$ cat src/heading_pid_controller_core_assert.svh
// Assertion macros for the heading PID controller core.
// Needs nothing else; included by the core module.
`ifndef HEADING_PID_CONTROLLER_CORE_ASSERT_SVH
`define HEADING_PID_CONTROLLER_CORE_ASSERT_SVH

// Check that the consequent holds in the same cycle as the antecedent.
`define HPC_ASSERT_SAME(label, clk, rstn, ante, cons) \
    label: assert property (@(posedge clk) disable iff (!(rstn)) (ante) |-> (cons)) \
        else $error("heading pid controller: same-cycle check failed");

// Check that the consequent holds in the cycle after the antecedent.
`define HPC_ASSERT_NEXT(label, clk, rstn, ante, cons) \
    label: assert property (@(posedge clk) disable iff (!(rstn)) (ante) |=> (cons)) \
        else $error("heading pid controller: next-cycle check failed");

`endif

$ cat src/hpc_pkg.sv
// Constants, widths and the CORDIC arctangent table of the heading PID controller.
// Stands alone; used by heading_pid_controller_core.
package hpc_pkg;

    localparam int UPDATE_RATE_HZ = 16;
    localparam int CORDIC_STEPS   = 16;

    localparam int ATAN_ENTRIES = 24;
    localparam int CORDIC_ITERS = (CORDIC_STEPS > ATAN_ENTRIES) ? ATAN_ENTRIES : CORDIC_STEPS;
    localparam int ITER_W       = $clog2(CORDIC_ITERS);
    localparam int ATAN_IDX_W   = 5;

    localparam int IN_W     = 24;
    localparam int DX_W     = IN_W + 1;
    localparam int CORDIC_W = 28;
    localparam int ZR_W     = CORDIC_W + 1;
    localparam int HALF_PI_Q24  = 26353589;
    localparam int BEARING_SH   = 11;
    localparam int BEARING_HALF = 1 << (BEARING_SH - 1);

    localparam int E_W     = 16;
    localparam int PI_Q13  = 25736;
    localparam int DIFF_W  = E_W + 1;
    localparam int RATE_W  = $clog2(UPDATE_RATE_HZ + 1);
    localparam int D_W     = DIFF_W + RATE_W;

    localparam int INT_SH    = 10;
    localparam int EABS_W    = E_W - 1;
    localparam int MAG_W     = EABS_W + INT_SH + 1;
    localparam int HALF_RATE = UPDATE_RATE_HZ / 2;
    localparam int DIV_SH    = MAG_W;
    localparam int RECIP     = (1 << DIV_SH) / UPDATE_RATE_HZ;
    localparam int RECIP_W   = DIV_SH + 1;
    localparam int INC_W     = MAG_W + 1;
    localparam int INTEG_W   = 32;

    localparam int GAIN_W    = 16;
    localparam int MUL_A_W   = RECIP_W + 1;
    localparam int MUL_B_W   = INTEG_W + 1;
    localparam int PROD_W    = MUL_A_W + MUL_B_W;
    localparam int KD_TERM_W = GAIN_W + D_W + INT_SH;
    localparam int KI_TERM_W = GAIN_W + INTEG_W;
    localparam int ACC_W     = ((KD_TERM_W > KI_TERM_W) ? KD_TERM_W : KI_TERM_W) + 2;
    localparam int OUT_SH    = 23;
    localparam int OUT_HALF  = 1 << (OUT_SH - 1);
    localparam int OUT_W     = 16;
    localparam int OUT_MAX   = 32767;
    localparam int OUT_MIN   = -32768;

    localparam int CFG_IDX_W  = 8;
    localparam int CFG_DATA_W = 16;
    localparam logic [CFG_IDX_W-1:0] REG_KP    = 8'd0;
    localparam logic [CFG_IDX_W-1:0] REG_KI    = 8'd1;
    localparam logic [CFG_IDX_W-1:0] REG_KD    = 8'd2;
    localparam logic [CFG_IDX_W-1:0] REG_SPEED = 8'd3;

    localparam int S_DATA_W = 4 * IN_W;
    localparam int M_DATA_W = 3 * OUT_W;

    function automatic logic signed [CORDIC_W-1:0] atan_q24(input logic [ATAN_IDX_W-1:0] idx);
        logic signed [CORDIC_W-1:0] v;
        case (idx)
            5'd0:    v = 28'sd13176795;
            5'd1:    v = 28'sd7778716;
            5'd2:    v = 28'sd4110060;
            5'd3:    v = 28'sd2086331;
            5'd4:    v = 28'sd1047214;
            5'd5:    v = 28'sd524117;
            5'd6:    v = 28'sd262123;
            5'd7:    v = 28'sd131069;
            5'd8:    v = 28'sd65536;
            5'd9:    v = 28'sd32768;
            5'd10:   v = 28'sd16384;
            5'd11:   v = 28'sd8192;
            5'd12:   v = 28'sd4096;
            5'd13:   v = 28'sd2048;
            5'd14:   v = 28'sd1024;
            5'd15:   v = 28'sd512;
            5'd16:   v = 28'sd256;
            5'd17:   v = 28'sd128;
            5'd18:   v = 28'sd64;
            5'd19:   v = 28'sd32;
            5'd20:   v = 28'sd16;
            5'd21:   v = 28'sd8;
            5'd22:   v = 28'sd4;
            5'd23:   v = 28'sd2;
            default: v = '0;
        endcase
        return v;
    endfunction

endpackage

$ cat src/heading_pid_controller_core.sv
// Heading PID controller: CORDIC bearing to goal, then a PID step on that bearing.
// Depends on hpc_pkg and heading_pid_controller_core_assert.svh.
//
// Usage:
//   The s_ stream carries one request per control tick: goal and robot position.
//   The m_ stream returns one result per request: angular rate, linear rate and
//   the bearing error. The cfg channel writes the gains and the forward speed;
//   cfg_ready is always high, write only while no request is in flight.
// Timing:
//   One iterative add/shift datapath runs the CORDIC, one iteration per cycle, and
//   one shared multiplier then forms the reciprocal divide and the three gain terms.
//   After a request is accepted the sequencer steps through CORDIC, ROUND, DIVM,
//   DIVF, INTEG, MULI, MULD, ACCD and FIN; m_tvalid and s_tready rise on the edge
//   that ends FIN. s_tready is high only while the sequencer is idle.
// Stall:
//   A result waits in the output register while m_tready is low; the next
//   request is still taken and runs up to its final step, which holds until
//   the output register is free.
// Reset:
//   Gains and speed clear to zero, the previous error loads pi (Q2.13), the
//   integral clears, and no result is pending.
`include "heading_pid_controller_core_assert.svh"

module heading_pid_controller_core (
    input  logic                                aclk,
    input  logic                                aresetn,
    // goal_x [23:0], goal_y [47:24], robot_x [71:48], robot_y [95:72]
    input  logic [hpc_pkg::S_DATA_W-1:0]        s_tdata,
    input  logic                                s_tvalid,
    output logic                                s_tready,
    // angular_rate [15:0], linear_rate [31:16], bearing_error [47:32]
    output logic [hpc_pkg::M_DATA_W-1:0]        m_tdata,
    output logic                                m_tvalid,
    input  logic                                m_tready,
    input  logic                                cfg_valid,
    output logic                                cfg_ready,
    input  logic [hpc_pkg::CFG_IDX_W-1:0]       cfg_index,
    input  logic [hpc_pkg::CFG_DATA_W-1:0]      cfg_data
);

    localparam logic [3:0] ST_IDLE   = 4'd0;
    localparam logic [3:0] ST_CORDIC = 4'd1;
    localparam logic [3:0] ST_ROUND  = 4'd2;
    localparam logic [3:0] ST_DIVM   = 4'd3;
    localparam logic [3:0] ST_DIVF   = 4'd4;
    localparam logic [3:0] ST_INTEG  = 4'd5;
    localparam logic [3:0] ST_MULI   = 4'd6;
    localparam logic [3:0] ST_MULD   = 4'd7;
    localparam logic [3:0] ST_ACCD   = 4'd8;
    localparam logic [3:0] ST_FIN    = 4'd9;

    localparam int CW  = hpc_pkg::CORDIC_W;
    localparam int IW  = hpc_pkg::ITER_W;
    localparam int EW  = hpc_pkg::E_W;
    localparam int GW  = hpc_pkg::GAIN_W;
    localparam int AW  = hpc_pkg::ACC_W;
    localparam int MW  = hpc_pkg::MAG_W;

    logic [3:0]                          state_reg, state_next;
    logic [IW-1:0]                       iter_reg, iter_next;
    logic signed [CW-1:0]                x_reg, x_next, y_reg, y_next, z_reg, z_next;
    logic                                zero_reg, zero_next;
    logic signed [EW-1:0]                e_reg, e_next;
    logic signed [EW-1:0]                last_error_reg, last_error_next;
    logic signed [hpc_pkg::D_W-1:0]      d_reg, d_next;
    logic [MW-1:0]                       mag_reg, mag_next;
    logic                                neg_reg, neg_next;
    logic signed [hpc_pkg::INC_W-1:0]    inc_reg, inc_next;
    logic signed [hpc_pkg::INTEG_W-1:0]  integ_reg, integ_next;
    logic signed [hpc_pkg::INTEG_W-1:0]  running_integral_reg, running_integral_next;
    logic signed [hpc_pkg::PROD_W-1:0]   prod_reg, prod_next;
    logic signed [AW-1:0]                acc_reg, acc_next;
    logic signed [GW-1:0]                kp_reg, kp_next, ki_reg, ki_next;
    logic signed [GW-1:0]                kd_reg, kd_next, speed_reg, speed_next;
    logic                                m_tvalid_reg, m_tvalid_next;
    logic [hpc_pkg::M_DATA_W-1:0]        m_tdata_reg, m_tdata_next;

    logic signed [hpc_pkg::IN_W-1:0]     in_goal_x, in_goal_y, in_robot_x, in_robot_y;
    logic signed [hpc_pkg::DX_W-1:0]     dx, dy;
    logic signed [CW-1:0]                dx_ext, dy_ext, xs, ys, atan_term;
    logic signed [hpc_pkg::ZR_W-1:0]     z_rnd, z_sh;
    logic signed [EW-1:0]                bearing;
    logic signed [hpc_pkg::DIFF_W-1:0]   diff;
    logic signed [hpc_pkg::D_W-1:0]      diff_ext, rate_s;
    logic [hpc_pkg::EABS_W-1:0]          e_abs;
    logic [MW-1:0]                       q0, q0_times_rate, rem, quot;
    logic signed [hpc_pkg::INC_W-1:0]    quot_s;
    logic signed [hpc_pkg::INTEG_W:0]    integ_sum;
    logic signed [hpc_pkg::MUL_A_W-1:0]  mul_a;
    logic signed [hpc_pkg::MUL_B_W-1:0]  mul_b;
    logic signed [AW-1:0]                acc_rnd, acc_sh;
    logic signed [hpc_pkg::OUT_W-1:0]    ang;
    logic                                out_free, s_accept, y_pos;

    assign in_goal_x  = s_tdata[23:0];
    assign in_goal_y  = s_tdata[47:24];
    assign in_robot_x = s_tdata[71:48];
    assign in_robot_y = s_tdata[95:72];

    assign s_tready  = (state_reg == ST_IDLE);
    assign cfg_ready = 1'b1;
    assign m_tvalid  = m_tvalid_reg;
    assign m_tdata   = m_tdata_reg;
    assign s_accept  = s_tvalid && s_tready;
    assign out_free  = !m_tvalid_reg || m_tready;

    always_comb begin
        dx     = hpc_pkg::DX_W'(in_goal_x) - hpc_pkg::DX_W'(in_robot_x);
        dy     = hpc_pkg::DX_W'(in_goal_y) - hpc_pkg::DX_W'(in_robot_y);
        dx_ext = CW'(dx);
        dy_ext = CW'(dy);

        xs        = x_reg >>> iter_reg;
        ys        = y_reg >>> iter_reg;
        atan_term = hpc_pkg::atan_q24(hpc_pkg::ATAN_IDX_W'(iter_reg));
        y_pos     = !y_reg[CW-1] && (y_reg != '0);

        z_rnd = hpc_pkg::ZR_W'(z_reg) + hpc_pkg::ZR_W'(hpc_pkg::BEARING_HALF);
        z_sh  = z_rnd >>> hpc_pkg::BEARING_SH;
        if (zero_reg) begin
            bearing = '0;
        end else if (z_sh > hpc_pkg::ZR_W'(hpc_pkg::PI_Q13)) begin
            bearing = EW'(hpc_pkg::PI_Q13);
        end else if (z_sh < hpc_pkg::ZR_W'(-hpc_pkg::PI_Q13)) begin
            bearing = EW'(-hpc_pkg::PI_Q13);
        end else begin
            bearing = EW'(z_sh);
        end

        diff     = hpc_pkg::DIFF_W'(bearing) - hpc_pkg::DIFF_W'(last_error_reg);
        diff_ext = hpc_pkg::D_W'(diff);
        rate_s   = hpc_pkg::D_W'(hpc_pkg::UPDATE_RATE_HZ);
        e_abs    = bearing[EW-1] ? hpc_pkg::EABS_W'(-bearing) : hpc_pkg::EABS_W'(bearing);

        q0            = prod_reg[hpc_pkg::DIV_SH +: MW];
        q0_times_rate = MW'(q0 * MW'(hpc_pkg::UPDATE_RATE_HZ));
        rem           = mag_reg - q0_times_rate;
        quot          = (rem >= MW'(hpc_pkg::UPDATE_RATE_HZ)) ? q0 + MW'(1) : q0;
        quot_s        = $signed({1'b0, quot});

        integ_sum = (hpc_pkg::INTEG_W + 1)'(running_integral_reg)
                  + (hpc_pkg::INTEG_W + 1)'(inc_reg);

        acc_rnd = acc_reg + AW'(hpc_pkg::OUT_HALF);
        acc_sh  = acc_rnd >>> hpc_pkg::OUT_SH;
        if (acc_sh > AW'(hpc_pkg::OUT_MAX)) begin
            ang = hpc_pkg::OUT_W'(hpc_pkg::OUT_MAX);
        end else if (acc_sh < AW'(hpc_pkg::OUT_MIN)) begin
            ang = hpc_pkg::OUT_W'(hpc_pkg::OUT_MIN);
        end else begin
            ang = hpc_pkg::OUT_W'(acc_sh);
        end

        case (state_reg)
            ST_DIVM: begin
                mul_a = hpc_pkg::MUL_A_W'(hpc_pkg::RECIP);
                mul_b = $signed({{(hpc_pkg::MUL_B_W - MW){1'b0}}, mag_reg});
            end
            ST_INTEG: begin
                mul_a = hpc_pkg::MUL_A_W'(kp_reg);
                mul_b = hpc_pkg::MUL_B_W'(e_reg);
            end
            ST_MULI: begin
                mul_a = hpc_pkg::MUL_A_W'(ki_reg);
                mul_b = hpc_pkg::MUL_B_W'(integ_reg);
            end
            ST_MULD: begin
                mul_a = hpc_pkg::MUL_A_W'(kd_reg);
                mul_b = hpc_pkg::MUL_B_W'(d_reg);
            end
            default: begin
                mul_a = '0;
                mul_b = '0;
            end
        endcase
        prod_next = hpc_pkg::PROD_W'(mul_a) * hpc_pkg::PROD_W'(mul_b);
    end

    always_comb begin
        state_next            = state_reg;
        iter_next             = iter_reg;
        x_next                = x_reg;
        y_next                = y_reg;
        z_next                = z_reg;
        zero_next             = zero_reg;
        e_next                = e_reg;
        last_error_next       = last_error_reg;
        d_next                = d_reg;
        mag_next              = mag_reg;
        neg_next              = neg_reg;
        inc_next              = inc_reg;
        integ_next            = integ_reg;
        running_integral_next = running_integral_reg;
        acc_next              = acc_reg;
        kp_next               = kp_reg;
        ki_next               = ki_reg;
        kd_next               = kd_reg;
        speed_next            = speed_reg;
        m_tvalid_next         = m_tvalid_reg;
        m_tdata_next          = m_tdata_reg;

        if (m_tvalid_reg && m_tready) begin
            m_tvalid_next = 1'b0;
        end

        if (cfg_valid && cfg_ready) begin
            case (cfg_index)
                hpc_pkg::REG_KP:    kp_next    = cfg_data;
                hpc_pkg::REG_KI:    ki_next    = cfg_data;
                hpc_pkg::REG_KD:    kd_next    = cfg_data;
                hpc_pkg::REG_SPEED: speed_next = cfg_data;
                default: ;
            endcase
        end

        case (state_reg)
            ST_IDLE: begin
                if (s_accept) begin
                    zero_next = (dx == '0) && (dy == '0);
                    iter_next = '0;
                    if (dx[hpc_pkg::DX_W-1] && !dy[hpc_pkg::DX_W-1]) begin
                        x_next = dy_ext;
                        y_next = -dx_ext;
                        z_next = CW'(hpc_pkg::HALF_PI_Q24);
                    end else if (dx[hpc_pkg::DX_W-1]) begin
                        x_next = -dy_ext;
                        y_next = dx_ext;
                        z_next = CW'(-hpc_pkg::HALF_PI_Q24);
                    end else begin
                        x_next = dx_ext;
                        y_next = dy_ext;
                        z_next = '0;
                    end
                    state_next = ST_CORDIC;
                end
            end
            ST_CORDIC: begin
                if (y_pos) begin
                    x_next = x_reg + ys;
                    y_next = y_reg - xs;
                    z_next = z_reg + atan_term;
                end else begin
                    x_next = x_reg - ys;
                    y_next = y_reg + xs;
                    z_next = z_reg - atan_term;
                end
                if (iter_reg == IW'(hpc_pkg::CORDIC_ITERS - 1)) begin
                    iter_next  = '0;
                    state_next = ST_ROUND;
                end else begin
                    iter_next = iter_reg + IW'(1);
                end
            end
            ST_ROUND: begin
                e_next     = bearing;
                d_next     = diff_ext * rate_s;
                mag_next   = MW'({e_abs, {hpc_pkg::INT_SH{1'b0}}}) + MW'(hpc_pkg::HALF_RATE);
                neg_next   = bearing[EW-1];
                state_next = ST_DIVM;
            end
            ST_DIVM: begin
                state_next = ST_DIVF;
            end
            ST_DIVF: begin
                inc_next   = neg_reg ? -quot_s : quot_s;
                state_next = ST_INTEG;
            end
            ST_INTEG: begin
                if (integ_sum[hpc_pkg::INTEG_W] != integ_sum[hpc_pkg::INTEG_W-1]) begin
                    integ_next = integ_sum[hpc_pkg::INTEG_W]
                               ? {1'b1, {(hpc_pkg::INTEG_W - 1){1'b0}}}
                               : {1'b0, {(hpc_pkg::INTEG_W - 1){1'b1}}};
                end else begin
                    integ_next = integ_sum[hpc_pkg::INTEG_W-1:0];
                end
                state_next = ST_MULI;
            end
            ST_MULI: begin
                acc_next   = {prod_reg[AW-hpc_pkg::INT_SH-1:0], {hpc_pkg::INT_SH{1'b0}}};
                state_next = ST_MULD;
            end
            ST_MULD: begin
                acc_next   = acc_reg + prod_reg[AW-1:0];
                state_next = ST_ACCD;
            end
            ST_ACCD: begin
                acc_next   = acc_reg
                           + {prod_reg[AW-hpc_pkg::INT_SH-1:0], {hpc_pkg::INT_SH{1'b0}}};
                state_next = ST_FIN;
            end
            ST_FIN: begin
                if (out_free) begin
                    m_tvalid_next         = 1'b1;
                    m_tdata_next          = {e_reg, speed_reg, ang};
                    last_error_next       = e_reg;
                    running_integral_next = integ_reg;
                    state_next            = ST_IDLE;
                end
            end
            default: begin
                state_next = ST_IDLE;
            end
        endcase
    end

    always_ff @(posedge aclk) begin
        if (!aresetn) begin
            state_reg            <= ST_IDLE;
            iter_reg             <= '0;
            last_error_reg       <= EW'(hpc_pkg::PI_Q13);
            running_integral_reg <= '0;
            kp_reg               <= '0;
            ki_reg               <= '0;
            kd_reg               <= '0;
            speed_reg            <= '0;
            m_tvalid_reg         <= 1'b0;
        end else begin
            state_reg            <= state_next;
            iter_reg             <= iter_next;
            last_error_reg       <= last_error_next;
            running_integral_reg <= running_integral_next;
            kp_reg               <= kp_next;
            ki_reg               <= ki_next;
            kd_reg               <= kd_next;
            speed_reg            <= speed_next;
            m_tvalid_reg         <= m_tvalid_next;
        end
    end

    always_ff @(posedge aclk) begin
        x_reg       <= x_next;
        y_reg       <= y_next;
        z_reg       <= z_next;
        zero_reg    <= zero_next;
        e_reg       <= e_next;
        d_reg       <= d_next;
        mag_reg     <= mag_next;
        neg_reg     <= neg_next;
        inc_reg     <= inc_next;
        integ_reg   <= integ_next;
        prod_reg    <= prod_next;
        acc_reg     <= acc_next;
        m_tdata_reg <= m_tdata_next;
    end

    `HPC_ASSERT_NEXT(a_accept_busy, aclk, aresetn, s_tvalid && s_tready, !s_tready)
    `HPC_ASSERT_SAME(a_iter_idle, aclk, aresetn, state_reg != ST_CORDIC, iter_reg == '0)
    `HPC_ASSERT_NEXT(a_fin_holds, aclk, aresetn,
        (state_reg == ST_FIN) && m_tvalid_reg && !m_tready, state_reg == ST_FIN)
    `HPC_ASSERT_SAME(a_bearing_range, aclk, aresetn, m_tvalid,
        ($signed(m_tdata[47:32]) <= 16'sd25736) && ($signed(m_tdata[47:32]) >= -16'sd25736))

endmodule
$ cat config.mk
export PLATFORM = sky130hd
export DESIGN_NAME = heading_pid_controller_core
export DESIGN_NICKNAME = d
export VERILOG_FILES = /design/src/hpc_pkg.sv /design/src/heading_pid_controller_core.sv
export VERILOG_INCLUDE_DIRS = /design/src /design/src/src
export SDC_FILE = /design/constraint.sdc
export NUM_CORES = 2
export LEC_CHECK = 0
export ABC_AREA = 1
export BUFFER_PORTS_ARGS = -buffer_cell sky130_fd_sc_hd__buf_4
export CELL_PAD_IN_SITES_DETAIL_PLACEMENT = 1
export CELL_PAD_IN_SITES_GLOBAL_PLACEMENT = 2
export CORE_MARGIN = 4
export CORE_UTILIZATION = 39
export DETAILED_ROUTE_END_ITERATION = 10
export GPL_TIMING_DRIVEN = 0
export PLACE_DENSITY_LB_ADDON = 0.1
export SYNTH_ARGS = -nofsm -noshare
export SYNTH_HDL_FRONTEND = slang
export SYNTH_SLANG_ARGS = --single-unit
$ cat constraint.sdc
create_clock -name aclk -period 12.8 [get_ports aclk]
set_input_delay 1.92 -clock aclk [delete_from_list [all_inputs] [get_ports aclk]]
set_output_delay 1.92 -clock aclk [all_outputs]
set_load 0.05 [all_outputs]
==> impl_metrics.json <==
{
  "critical_path.most_common_cell": "fa_1",
  "cpPeakStageDelay_ns": 0.93,
  "cts.clk_slew.worst_paths_ns": 0.07,
  "ys_seq_area_share_pct": 18.28,
  "ys_warn_count": 0,
  "cp_data_arrival_time_ns": 12.79,
  "post_cts_buffers": 0,
  "cts_hold_buffers": 0,
  "power_density_nw_per_um2": 122.4,
  "cp_slowest_cell": "clkbuf_1",
  "cpLargestDelayFamily": "adder cells",
  "period_needed_ns": 12.23,
  "antenna_left": 0,
  "routed_wl_mm": 288.9,
  "gr-total-overflow": 0,
  "synth_edf_count": 289,
  "dieHeight_um": 428.4,
  "fin_crit_sh_pct": 95.56,
  "layout.cells.most_common_list": "nand2_1 (2135), inv_1 (1702), nor2_1 (866), fa_1 (794), o21ai_0 (550)",
  "grt_max_degree": 60,
  "hold_violations": 0,
  "maxCapViolations": 0,
  "first_pass_iters": 5,
  "cp-end-kind": "flop",
  "synth.distinct_cells": 76,
  "syn_inst": 9263,
  "initial_core_util_pct": 39.19,
  "globalplace.congestion": 0.9558,
  "synth_area_sq_um": 68940,
  "synth_fp_nets": 10670,
  "cts_buffer_depth": 3,
  "post_dp_cell_area_sq_um": 73620,
  "synth_ff_type": "edfxtp_1",
  "grt_use_total_pct": 30.96,
  "relSlewSlack_pct": 2.851,
  "drt_iter0_markers": 3692,
  "finalClockSkew_ns": 0.02890,
  "design_area_sq_um": 75970,
  "post_cts_resized": 0,
  "syn_to_final_growth_pct": 10.19,
  "postSynth.asyncResetShare_pct": 0,
  "critPathBufInv": 9,
  "synth-seq-cells": 485,
  "setup_tns_ns": 0,
  "drv_slew": 0,
  "p_total_w": 0.009295,
  "cts_buffers": 66,
  "die_w_um": 428.4,
  "status": "completed",
  "io_buffers": 174,
  "cts_tree": "yes",
  "avgSynthCellArea_sq_um": 7.443,
  "grt_pass1_wl_mm": 430.4,
  "drcViolationCount": 0,
  "core_area_sq_um": 175900,
  "cts_num_sinks": 485,
  "antenna_found_initial": 1,
  "crit_required_ns": 13.35,
  "htreeDepth": 3,
  "grt_setup_unrepaired": "no",
  "drive_gt1_share_pct": 5.723,
  "leakage_nw": 39.30,
  "largest_reg_flops": 52,
  "final_common_cell": "nand2_1",
  "min_path_type": "flop to flop",
  "std_cell_rows": 154,
  "clk_latency_ns": 0.68,
  "vias": 63880,
  "ir_drop_uv": 171.8,
  "cts_root_buf": "clkbuf_16",
  "worst-slew-pin-transition_ns": 1.457,
  "worstSetupStartpointType": "flop",
  "io-pin-count": 176,
  "final_cell_count_no_fill": 11920,
  "dpl.cell_count": 11800,
  "grt_pass1_vias": 67920,
  "dp_hpwl_mm": 245.7,
  "die_area_sq_um": 183600,
  "fmax_ghz": 0.08176,
  "setup_viol": 0,
  "criticalPathCategory": "flop to flop",
  "fillers": 22010,
  "worstPathMaxFanout": 10,
  "vias_per_cell": 5.360,
  "layout.nets": 10930,
  "routedWlPerCell_um": 24.24
}
[through the flow]
stage	hold WS (ns)	util, %	setup slack, ns
floorplan	0.4090	-	3.960
global placement	0.4140	41.60	0.6559
detailed placement	0.4187	41.85	0.5628
CTS	0.4347	43.18	0.5297
global route	0.4412	43.18	0.1674
finish	0.4324	43.18	0.5684
[worst reg2reg max path: cells and delay by family (launching register included)]
family | cells | cell delay, ns
AO/OA/AOI/OAI | 3 | 0.72
AND/OR/NAND/NOR | 12 | 2.58
buffers and inverters | 9 | 3.53
flip-flops | 1 | 0.36
adder cells (fa/ha/maj) | 9 | 4.56
XOR/XNOR | 1 | 0.37
[power breakdown]
group | switching (W) | internal, W | leakage (nW)
Combinational | 0.00346 | 0.00170 | 33.9
Sequential | 0.000196 | 0.00192 | 4.25
Clock | 0.000839 | 0.00118 | 1.14
Total | 0.00450 | 0.00480 | 39.3
[cell families after synthesis]
kind of cell	share of synthesized area, %
adders and majority gates	31.86
other	0.005439
and+or+nand+nor	22.28
muxes	0.3049
buffers and inverters	10.93
xor gates and xnor gates	4.615
DFF	18.28
AOI/OAI and AO/OA	11.73
[synth_stat cells, drive strengths merged, types with 13 or more instances]
library cell	number	area share [%]
a22o	15	0.19
a21o	27	0.29
mux2i	21	0.30
nor4	29	0.27
o21ai	610	4.5
dfxtp	196	5.7
clkinv	15	0.082
or2	42	0.38
edfxtp	289	13
o21a	21	0.23
o221ai	28	0.36
ha	485	8.8
a31oi	61	0.58
o22ai	13	0.12
nand2	2159	12
xor2	247	3.2
clkbuf	160	0.87
a21oi	541	4.0
inv	1725	9.4
fa	794	23
nand4	105	0.99
o211ai	40	0.44
buf	70	0.58
xnor2	112	1.4
nor3	79	0.64
nor2	909	5.1
o21bai	28	0.30
nand3	351	2.7
[layout make-up]
cell class,instances,area (sq um),area share [%]
multi-input combinational,6808,48870,64.33
sequential,485,12600,16.59
inverter,1740,6534,8.601
tap,2340,2928,3.854
clock buffer,81,1863,2.452
timing repair buffer,194,1682,2.214
buffer,230,1007,1.326
clock inverter,38,476.7,0.6275
antenna,3,7.507,0.009882
[final timing paths]
kind,startpoint,end,slack [ns],cells past startpoint
max,state_reg[2],prod_reg[40],0.57,34
min,speed_reg[8],m_tdata[24],0.43,0
max reg2reg,state_reg[2],prod_reg[40],0.57,34
min reg2reg,speed_reg[8],m_tdata[24],0.43,0
[metal layers]
metal / up-vias / global-route usage (%) / share of wire, %
met3: 524 / 3.201 / 3.9
met1: 32060 / 36.87 / 40
met2: 1459 / 55.11 / 50
met5: - / 0 / 0
met4: 0 / 16.09 / 6.2
li1: 29840 / - / -
No activity file was read; power rests on OpenSTA's default activity.
